### config.mk
export PLATFORM = sky130hd
export DESIGN_NAME = preemptive_priority_scheduler_unit
export DESIGN_NICKNAME = d
export VERILOG_FILES = /design/src/rtl/core/pps_pkg.sv /design/src/rtl/core/pps_entry_ram.sv /design/src/rtl/core/preemptive_priority_scheduler_unit.sv
export SDC_FILE = /design/constraint.sdc
export NUM_CORES = 1
export LEC_CHECK = 0
export CAP_MARGIN = 20
export CORE_MARGIN = 2
export CORE_UTILIZATION = 44
export CTS_BUF_LIST = sky130_fd_sc_hd__clkbuf_8
export DETAILED_ROUTE_END_ITERATION = 7
export DONT_BUFFER_PORTS = 1
export GPL_TIMING_DRIVEN = 0
export SYNTH_ARGS = -nofsm -noshare
export SYNTH_HDL_FRONTEND = slang
export SYNTH_HIERARCHICAL = 1
export SYNTH_SLANG_ARGS = --single-unit
### constraint.sdc
create_clock -name i_clk -period 11.9 [get_ports i_clk]
set_clock_uncertainty 0.05 [all_clocks]
set_input_delay 1.19 -clock i_clk [delete_from_list [all_inputs] [get_ports i_clk]]
set_output_delay 1.19 -clock i_clk [all_outputs]
set_load 0.01 [all_outputs]
### src/rtl/core/pps_pkg.sv
// pps_pkg: shared types and constants of the priority scheduler
// task table entry layout, command codes, field widths
// no dependencies
package pps_pkg;

    localparam int TIME_W            = 16;
    localparam int PRIO_W            = 8;
    localparam int IDX_W             = 3;
    localparam int CMD_W             = 2;
    localparam int CNT_W             = 4;
    localparam int DEFAULT_PROCESSES = 8;

    localparam logic [TIME_W-1:0] TIME_MAX     = '1;
    localparam logic [CNT_W-1:0]  PCOUNT_RESET = 4'd8;

    // command codes of an input item
    typedef enum logic [CMD_W-1:0] {
        CMD_LOAD  = 2'd0,
        CMD_TICK  = 2'd1,
        CMD_QUERY = 2'd2,
        CMD_NONE  = 2'd3
    } t_cmd;

    // one task table entry as kept in the entry memory
    typedef struct packed {
        logic [TIME_W-1:0] arrival;
        logic [TIME_W-1:0] burst;
        logic [TIME_W-1:0] remaining;
        logic [PRIO_W-1:0] prio;
        logic [TIME_W-1:0] completion;
    } t_entry;

endpackage

### src/rtl/core/pps_entry_ram.sv
// pps_entry_ram: task table memory, one write port and one read port
// read data is registered
// depends on pps_pkg for the entry type
module pps_entry_ram
    import pps_pkg::*;
#(
    parameter int DEPTH = DEFAULT_PROCESSES,
    parameter int AW    = 3
) (
    input  logic          i_clk,
    input  logic          i_we,
    input  logic [AW-1:0] i_waddr,
    input  t_entry        i_wdata,
    input  logic          i_re,
    input  logic [AW-1:0] i_raddr,
    output t_entry        o_rdata
);

    t_entry r_mem [DEPTH];
    t_entry r_rdata;

    // write port
    always_ff @(posedge i_clk) begin
        if (i_we) begin
            r_mem[i_waddr] <= i_wdata;
        end
    end

    // registered read port
    always_ff @(posedge i_clk) begin
        if (i_re) begin
            r_rdata <= r_mem[i_raddr];
        end
    end

    assign o_rdata = r_rdata;

endmodule

### src/rtl/core/preemptive_priority_scheduler_unit.sv
// preemptive_priority_scheduler_unit: top level of the task scheduler, uses pps_pkg, pps_entry_ram
// a tick scans the n entries in use, one memory read per entry
// one item at a time; the next item is taken the cycle after its result enters the output
// register; a result waits while the output register holds a stalled result
// reset (synchronous, active low) clears time, marks every entry finished, process_count to 8
module preemptive_priority_scheduler_unit
    import pps_pkg::*;
#(
    parameter int PROCESSES = DEFAULT_PROCESSES
) (
    input  logic              i_clk,
    input  logic              i_rst_n,
    // item input channel
    input  logic              i_in_valid,
    output logic              o_in_stall,
    input  logic [CMD_W-1:0]  i_command,
    input  logic [IDX_W-1:0]  i_entry_index,
    input  logic [TIME_W-1:0] i_arrival_time,
    input  logic [TIME_W-1:0] i_burst_length,
    input  logic [PRIO_W-1:0] i_priority_level,
    // result output channel
    output logic              o_out_valid,
    input  logic              i_out_stall,
    output logic [IDX_W-1:0]  o_selected_index,
    output logic              o_idle_tick,
    output logic              o_task_finished,
    output logic              o_all_finished,
    output logic [TIME_W-1:0] o_current_time,
    output logic              o_entry_done,
    output logic [TIME_W-1:0] o_completion_time,
    output logic [TIME_W-1:0] o_turnaround_time,
    output logic [TIME_W-1:0] o_waiting_time,
    // configuration write channel
    input  logic              i_cfg_valid,
    output logic              o_cfg_ready,
    input  logic [CNT_W-1:0]  i_cfg_data
);

    localparam int AW = (PROCESSES > 1) ? $clog2(PROCESSES) : 1;
    localparam int CW = $clog2(PROCESSES + 1);

    typedef enum logic [2:0] {
        S_IDLE,
        S_LOAD,
        S_SCAN,
        S_UPDATE,
        S_QREAD,
        S_QCALC,
        S_RESULT
    } t_state;

    t_state              r_state;
    logic [CNT_W-1:0]    r_proc_count;
    logic [TIME_W-1:0]   r_time;
    logic [PROCESSES-1:0] r_done_flags;

    // captured item
    logic [AW-1:0]       r_idx;
    logic                r_idx_ok;
    logic [TIME_W-1:0]   r_arrival;
    logic [TIME_W-1:0]   r_burst;
    logic [PRIO_W-1:0]   r_prio;

    // scan state
    logic [CW-1:0]       r_scan_addr;
    logic                r_scan_pend;
    logic [AW-1:0]       r_pend_idx;
    logic                r_found;
    logic [AW-1:0]       r_best_idx;
    t_entry              r_best;

    // result being built
    logic [IDX_W-1:0]    r_res_sel;
    logic                r_res_idle;
    logic                r_res_fin;
    logic                r_res_edone;
    logic [TIME_W-1:0]   r_res_ct;
    logic [TIME_W-1:0]   r_res_tat;
    logic [TIME_W-1:0]   r_res_wt;

    // output register
    logic                r_out_valid;
    logic [IDX_W-1:0]    r_out_sel;
    logic                r_out_idle;
    logic                r_out_fin;
    logic                r_out_allfin;
    logic [TIME_W-1:0]   r_out_time;
    logic                r_out_edone;
    logic [TIME_W-1:0]   r_out_ct;
    logic [TIME_W-1:0]   r_out_tat;
    logic [TIME_W-1:0]   r_out_wt;

    logic                w_in_xfer;
    logic                w_out_free;
    logic [CW-1:0]       w_in_use;
    logic [PROCESSES-1:0] w_use_mask;
    logic                w_all_fin;
    logic                w_idx_ok;
    logic [AW-1:0]       w_idx;
    t_entry              w_rdata;
    logic                w_mem_we;
    logic [AW-1:0]       w_mem_waddr;
    t_entry              w_mem_wdata;
    logic                w_mem_re;
    logic [AW-1:0]       w_mem_raddr;
    logic                w_ready;
    logic                w_better;
    logic [TIME_W-1:0]   w_rem_new;
    logic [TIME_W-1:0]   w_time_inc;
    t_entry              w_upd;
    logic [TIME_W-1:0]   w_tat;
    logic [TIME_W-1:0]   w_wt;

    // handshakes
    assign w_in_xfer   = i_in_valid && !o_in_stall;
    assign o_in_stall  = (r_state != S_IDLE);
    assign w_out_free  = !r_out_valid || !i_out_stall;
    assign o_cfg_ready = 1'b1;

    // entries in use, limited to the table size
    assign w_in_use = ({3'b000, r_proc_count} > 7'(PROCESSES)) ? CW'(PROCESSES)
                                                              : CW'(r_proc_count);

    // all entries in use have finished
    always_comb begin
        for (int i = 0; i < PROCESSES; i++) begin
            w_use_mask[i] = (i < int'(w_in_use));
        end
    end
    assign w_all_fin = &(r_done_flags | ~w_use_mask);

    // input index decode
    assign w_idx_ok = ({4'b0000, i_entry_index} < 7'(PROCESSES));
    assign w_idx    = AW'(i_entry_index);

    // saturating time step
    assign w_time_inc = (r_time == TIME_MAX) ? TIME_MAX : r_time + 16'd1;

    // candidate check on returned scan data
    assign w_ready  = (w_rdata.arrival <= r_time) && (w_rdata.remaining != '0);
    assign w_better = !r_found || (w_rdata.prio < r_best.prio);

    // read-modify-write of the winning entry
    assign w_rem_new = r_best.remaining - 16'd1;
    always_comb begin
        w_upd           = r_best;
        w_upd.remaining = w_rem_new;
        if (w_rem_new == '0) begin
            w_upd.completion = w_time_inc;
        end
    end

    // query arithmetic with clamping at zero
    assign w_tat = (w_rdata.completion > w_rdata.arrival)
                   ? w_rdata.completion - w_rdata.arrival : '0;
    assign w_wt  = (w_tat > w_rdata.burst) ? w_tat - w_rdata.burst : '0;

    // memory port control
    always_comb begin
        w_mem_we    = 1'b0;
        w_mem_waddr = r_idx;
        w_mem_wdata = w_upd;
        w_mem_re    = 1'b0;
        w_mem_raddr = r_idx;
        case (r_state)
            S_LOAD: begin
                w_mem_we    = r_idx_ok;
                w_mem_wdata = '{arrival: r_arrival, burst: r_burst, remaining: r_burst,
                                prio: r_prio, completion: '0};
            end
            S_UPDATE: begin
                w_mem_we    = r_found;
                w_mem_waddr = r_best_idx;
            end
            S_SCAN: begin
                w_mem_re    = (r_scan_addr < w_in_use);
                w_mem_raddr = r_scan_addr[AW-1:0];
            end
            S_QREAD: begin
                w_mem_re    = r_idx_ok;
            end
            default: begin
            end
        endcase
    end

    pps_entry_ram #(
        .DEPTH (PROCESSES),
        .AW    (AW)
    ) u_entry_ram (
        .i_clk   (i_clk),
        .i_we    (w_mem_we),
        .i_waddr (w_mem_waddr),
        .i_wdata (w_mem_wdata),
        .i_re    (w_mem_re),
        .i_raddr (w_mem_raddr),
        .o_rdata (w_rdata)
    );

    // sequencer, scheduler state and output register
    always_ff @(posedge i_clk) begin
        if (!i_rst_n) begin
            r_state      <= S_IDLE;
            r_proc_count <= PCOUNT_RESET;
            r_time       <= '0;
            r_done_flags <= '1;
            r_out_valid  <= 1'b0;
            r_scan_pend  <= 1'b0;
            r_found      <= 1'b0;
        end else begin
            // configuration transfer
            if (i_cfg_valid && o_cfg_ready) begin
                r_proc_count <= i_cfg_data;
            end

            // output register valid: set on load, cleared on drain
            if ((r_state == S_RESULT) && w_out_free) begin
                r_out_valid <= 1'b1;
            end else if (r_out_valid && !i_out_stall) begin
                r_out_valid <= 1'b0;
            end

            case (r_state)
                S_IDLE: begin
                    if (w_in_xfer) begin
                        r_idx       <= w_idx;
                        r_idx_ok    <= w_idx_ok;
                        r_arrival   <= i_arrival_time;
                        r_burst     <= i_burst_length;
                        r_prio      <= i_priority_level;
                        r_res_sel   <= '0;
                        r_res_idle  <= 1'b0;
                        r_res_fin   <= 1'b0;
                        r_res_edone <= 1'b0;
                        r_res_ct    <= '0;
                        r_res_tat   <= '0;
                        r_res_wt    <= '0;
                        r_scan_addr <= '0;
                        r_scan_pend <= 1'b0;
                        r_found     <= 1'b0;
                        case (t_cmd'(i_command))
                            CMD_LOAD:  r_state <= S_LOAD;
                            CMD_TICK:  r_state <= S_SCAN;
                            CMD_QUERY: r_state <= S_QREAD;
                            default:   r_state <= S_RESULT;
                        endcase
                    end
                end
                S_LOAD: begin
                    if (r_idx_ok) begin
                        r_done_flags[r_idx] <= (r_burst == '0);
                    end
                    r_state <= S_RESULT;
                end
                S_SCAN: begin
                    // evaluate the entry read last cycle
                    if (r_scan_pend && w_ready && w_better) begin
                        r_found    <= 1'b1;
                        r_best_idx <= r_pend_idx;
                        r_best     <= w_rdata;
                    end
                    // issue the next read
                    if (r_scan_addr < w_in_use) begin
                        r_scan_pend <= 1'b1;
                        r_pend_idx  <= r_scan_addr[AW-1:0];
                        r_scan_addr <= r_scan_addr + 1'b1;
                    end else begin
                        r_scan_pend <= 1'b0;
                        if (!r_scan_pend) begin
                            r_state <= S_UPDATE;
                        end
                    end
                end
                S_UPDATE: begin
                    if (r_found) begin
                        r_res_sel                 <= IDX_W'(r_best_idx);
                        r_res_fin                 <= (w_rem_new == '0);
                        r_done_flags[r_best_idx]  <= (w_rem_new == '0);
                    end else begin
                        r_res_idle <= 1'b1;
                    end
                    r_time  <= w_time_inc;
                    r_state <= S_RESULT;
                end
                S_QREAD: begin
                    r_state <= S_QCALC;
                end
                S_QCALC: begin
                    if (r_idx_ok && (w_rdata.remaining == '0)) begin
                        r_res_edone <= 1'b1;
                        r_res_ct    <= w_rdata.completion;
                        r_res_tat   <= w_tat;
                        r_res_wt    <= w_wt;
                    end
                    r_state <= S_RESULT;
                end
                S_RESULT: begin
                    if (w_out_free) begin
                        r_out_sel    <= r_res_sel;
                        r_out_idle   <= r_res_idle;
                        r_out_fin    <= r_res_fin;
                        r_out_allfin <= w_all_fin;
                        r_out_time   <= r_time;
                        r_out_edone  <= r_res_edone;
                        r_out_ct     <= r_res_ct;
                        r_out_tat    <= r_res_tat;
                        r_out_wt     <= r_res_wt;
                        r_state      <= S_IDLE;
                    end
                end
                default: begin
                    r_state <= S_IDLE;
                end
            endcase
        end
    end

    // result ports
    assign o_out_valid       = r_out_valid;
    assign o_selected_index  = r_out_sel;
    assign o_idle_tick       = r_out_idle;
    assign o_task_finished   = r_out_fin;
    assign o_all_finished    = r_out_allfin;
    assign o_current_time    = r_out_time;
    assign o_entry_done      = r_out_edone;
    assign o_completion_time = r_out_ct;
    assign o_turnaround_time = r_out_tat;
    assign o_waiting_time    = r_out_wt;

    // scan never runs past the entries in use
    a_scan_bound: assert property (@(posedge i_clk) disable iff (!i_rst_n)
        (r_state == S_SCAN) |-> (r_scan_addr <= w_in_use))
        else $error("scan address beyond entries in use");

    // a finishing task means the tick was not idle
    a_fin_not_idle: assert property (@(posedge i_clk) disable iff (!i_rst_n)
        (r_out_valid && r_out_fin) |-> !r_out_idle)
        else $error("finished and idle on the same tick");

    // times only reported for a completed entry
    a_times_zero: assert property (@(posedge i_clk) disable iff (!i_rst_n)
        (r_out_valid && !r_out_edone) |->
        ((r_out_ct == '0) && (r_out_tat == '0) && (r_out_wt == '0)))
        else $error("times reported for an unfinished entry");

    // turnaround and waiting never exceed completion
    a_time_order: assert property (@(posedge i_clk) disable iff (!i_rst_n)
        r_out_valid |-> ((r_out_tat <= r_out_ct) && (r_out_wt <= r_out_tat)))
        else $error("turnaround or waiting above completion");

endmodule
==> metrics.yaml <==
ant_nets: 0
synth_area_per_cell_um2: 17.9
clockBufferDepth: 3
synthAdderAreaFrac_pct: 2.17
syn2layout_area_growth_pct: 13.4
rsz0062_at_grt: "false"
setup_viol: 0
p_leak_nw: 14.5
rr_worst_depth: 19
drc: 0
final_hold_viol_count: 0
setup_tns_ns: 0
numPlacedInstances: 3292
netlist.area_leader.share_pct: 71.7
final_cells: 3570
drive_gt1_share_pct: 21.3
grt_antenna_before_repair: 1
p_per_area_nw_per_um2: 190
cts_hold_repair.buffers: 0
min_path_type: "reg2reg"
synth-edff-count: 898
peakVddDrop_mv: 0.0985
reg2reg_slack_ns: 5.90
cp-startpoint: "u_entry_ram/o_rdata[56]"
post-dp-hpwl_um: 62300
fin_crit_sh_pct: 50.4
first_global_vias: 20200
required_ns: 12.41
cts_tree: "built"
via_per_inst: 5.55
drt-initial-drc-count: 1968
path_class: "reg2reg"
synth.area.mux_share_pct: 11.6
num_vias: 19800
synth_commonest_cells: "edfxtp_1 (898), nand2_1 (163), mux4_2 (144), nor2_1 (133), inv_1 (77)"
die_h_um: 296
hold_start: "r_pend_idx[0]"
fp.coreArea_um2: 84900
ys.flop_type: "edfxtp_1"
drt-total-wl_um: 91300
insertion_delay_ns: 0.81
yosysMostFrequentCell: "edfxtp_1"
wire_per_inst_um: 25.6
synth_area_leaders: "edfxtp_1 (72%), mux4_2 (8.6%), mux2_4 (2.4%), ha_1 (2.1%), dfxtp_1 (1.8%)"
clock-sinks: 932
synth_top_family_by_area: "multiplexers"
drv_cap: 0
synth_warnings: 6
p_total_mw: 8.12
arrival_ns: 6.51
outcome: "completed"
numPortBuffers: 0
grt.overflow.total: 0
path_max_fanout: 10
firstDrtPassIters: 8
cts-resized-gates: 0
synth-simple-area-share_pct: 5.73
layout_setup_ws_ns: 5.90
post-place-ws_ns: 5.98
worst_pin_slew_ns: 1.16
grt_pass1_wl_um: 133000
pin_count: 128
yosys.area.top_type: "edfxtp_1"
grt_start_max_net_pins: 50
post-cts-setup-buffers: 0
async_reset_ff_share_pct: 0
endpoint_kind: "flip-flop"
nets: 2421
cts_root_buffer: "clkbuf_8"
start_util_pct: 44.3
die_area_um2: 87800
start_kind: "flip-flop"
dieWidth_um: 296
post-route-min-period_ns: 6.00
row_count: 107
reg2reg_to: "r_res_wt[6]"
synthesis.instances: 2105
cts_made_buffers: 149
max_freq_mhz: 167
synth-xor-area-share_pct: 1.14
timing.hold.ws_ns: 0.354
maxSlewHeadroom_pct: 22.6
slew_viol_final: 0
syn-cell-area_um2: 37600
clkSlewWorstSetupHoldPaths_ns: 0.06
ys_ff_latch: 932
synth-compound-area-share_pct: 3.68
r2r-start: "u_entry_ram/o_rdata[56]"
grt_usage_pct: 21.2
syn_nets: 2223
htreeDepth: 4
yosysUniqueCellTypes: 74
whs_endpoint: "r_best_idx[0]"
min_delay_path_depth: 0
yosysSeqAreaShare_pct: 73.5
place.gp.congestion: 0.886
==> flip-flops by register name, summed over array words and instances (netlist names), 16 cells and up <==
register,flops
o_completion_time,16
o_current_time,16
o_turnaround_time,16
o_waiting_time,16
r_arrival,16
r_best,72
r_burst,16
r_res_ct,16
r_res_tat,16
r_res_wt,16
r_time,16
u_entry_ram/o_rdata,72
u_entry_ram/r_mem,576
==> stage by stage <==
step / utilization, % / cell area (um^2)
finish: 50.3 / 42700
floorplan: - / 37600
detailed placement: 47.0 / 39900
global placement: 46.0 / 39000
CTS: 50.2 / 42600
global route: 50.3 / 42700
==> area by class of cell <==
| class | count | area (um^2) |
|---|---|---|
| clock inverter | 120 | 647 |
| timing repair buffer | 47 | 801 |
| buffer | 83 | 499 |
| inverter | 78 | 293 |
| tap | 1144 | 1430 |
| antenna | 3 | 7.51 |
| sequential | 932 | 27600 |
| multi-input combinational | 1012 | 9260 |
| clock buffer | 151 | 2080 |
| fill | 6999 | 42200 |
==> cells in the final DEF (no fill, tap or decap), drive strengths merged, types with 15 or more instances in the layout <==
| master | netlist | routed |
|---|---|---|
| mux4 | 144 | 144 |
| edfxtp | 898 | 898 |
| xor2 | 23 | 23 |
| inv | 77 | 131 |
| mux2 | 73 | 73 |
| nand2 | 163 | 163 |
| o21ai | 48 | 48 |
| a21oi | 53 | 53 |
| nor2 | 133 | 133 |
| clkinv | 1 | 57 |
| xnor2 | 26 | 26 |
| ha | 62 | 62 |
| nand4 | 15 | 15 |
| nand3 | 29 | 29 |
| nor3 | 31 | 31 |
| a21o | 22 | 22 |
| dfxtp | 34 | 34 |
| buf | 48 | 91 |
| and3 | 33 | 33 |
| clkbuf | 35 | 190 |
==> critical path, cell delays in order, from the launching register on <==
cell and delay (ns):
edfxtp_1 0.59, ha_1 0.25, inv_1 0.06, fa_1 0.39, a21o_1 0.23, a221oi_1 0.55
nor2_1 0.10, o31ai_1 0.24, a21o_1 0.27, clkbuf_1 0.35, nor2_1 0.18, fa_1 0.46
a21o_1 0.19, a21oi_2 0.24, o211ai_1 0.13, a221oi_1 0.46, a21oi_1 0.20, a41oi_2 0.44
buf_2 0.28, nor2_1 0.07
==> layer usage <==
layer	share of wire [%]	track usage, %	up-vias
li1	-	-	8696
met1	43	29.2	10200
met2	48	33.7	735
met3	6.4	4.33	132
met4	2.7	7.16	0
met5	0	0	-
==> where the power goes <==
group	internal [mW]	switching, mW
clock	1.26	1.25
sequential	3.89	0.121
combinational	0.665	0.941
total	5.81	2.31
==> how the worst max path moves through the flow <==
| stage | end | slack [ns] | cells after the start |
|---|---|---|---|
| 5_1_grt | r_res_wt[11] | 5.61 | 19 |
| 2_1_floorplan | u_entry_ram/r_mem[0][0] | 4.91 | 6 |
| 6_report | r_res_wt[6] | 5.90 | 19 |
| 3_5_place_dp | r_res_wt[11] | 5.98 | 19 |
| 4_1_cts | r_res_wt[11] | 5.96 | 19 |
| 3_3_place_gp | u_entry_ram/r_mem[0][59] | -1.95 | 6 |
==> logic make-up after synthesis <==
kind of cell,after synthesis
compound gates,209
flops,932
xor+xnor,49
buf+inv,161
other cells,1
fa+ha+maj,64
mux,226
simple gates,463
(Power assumes the default switching activity.)
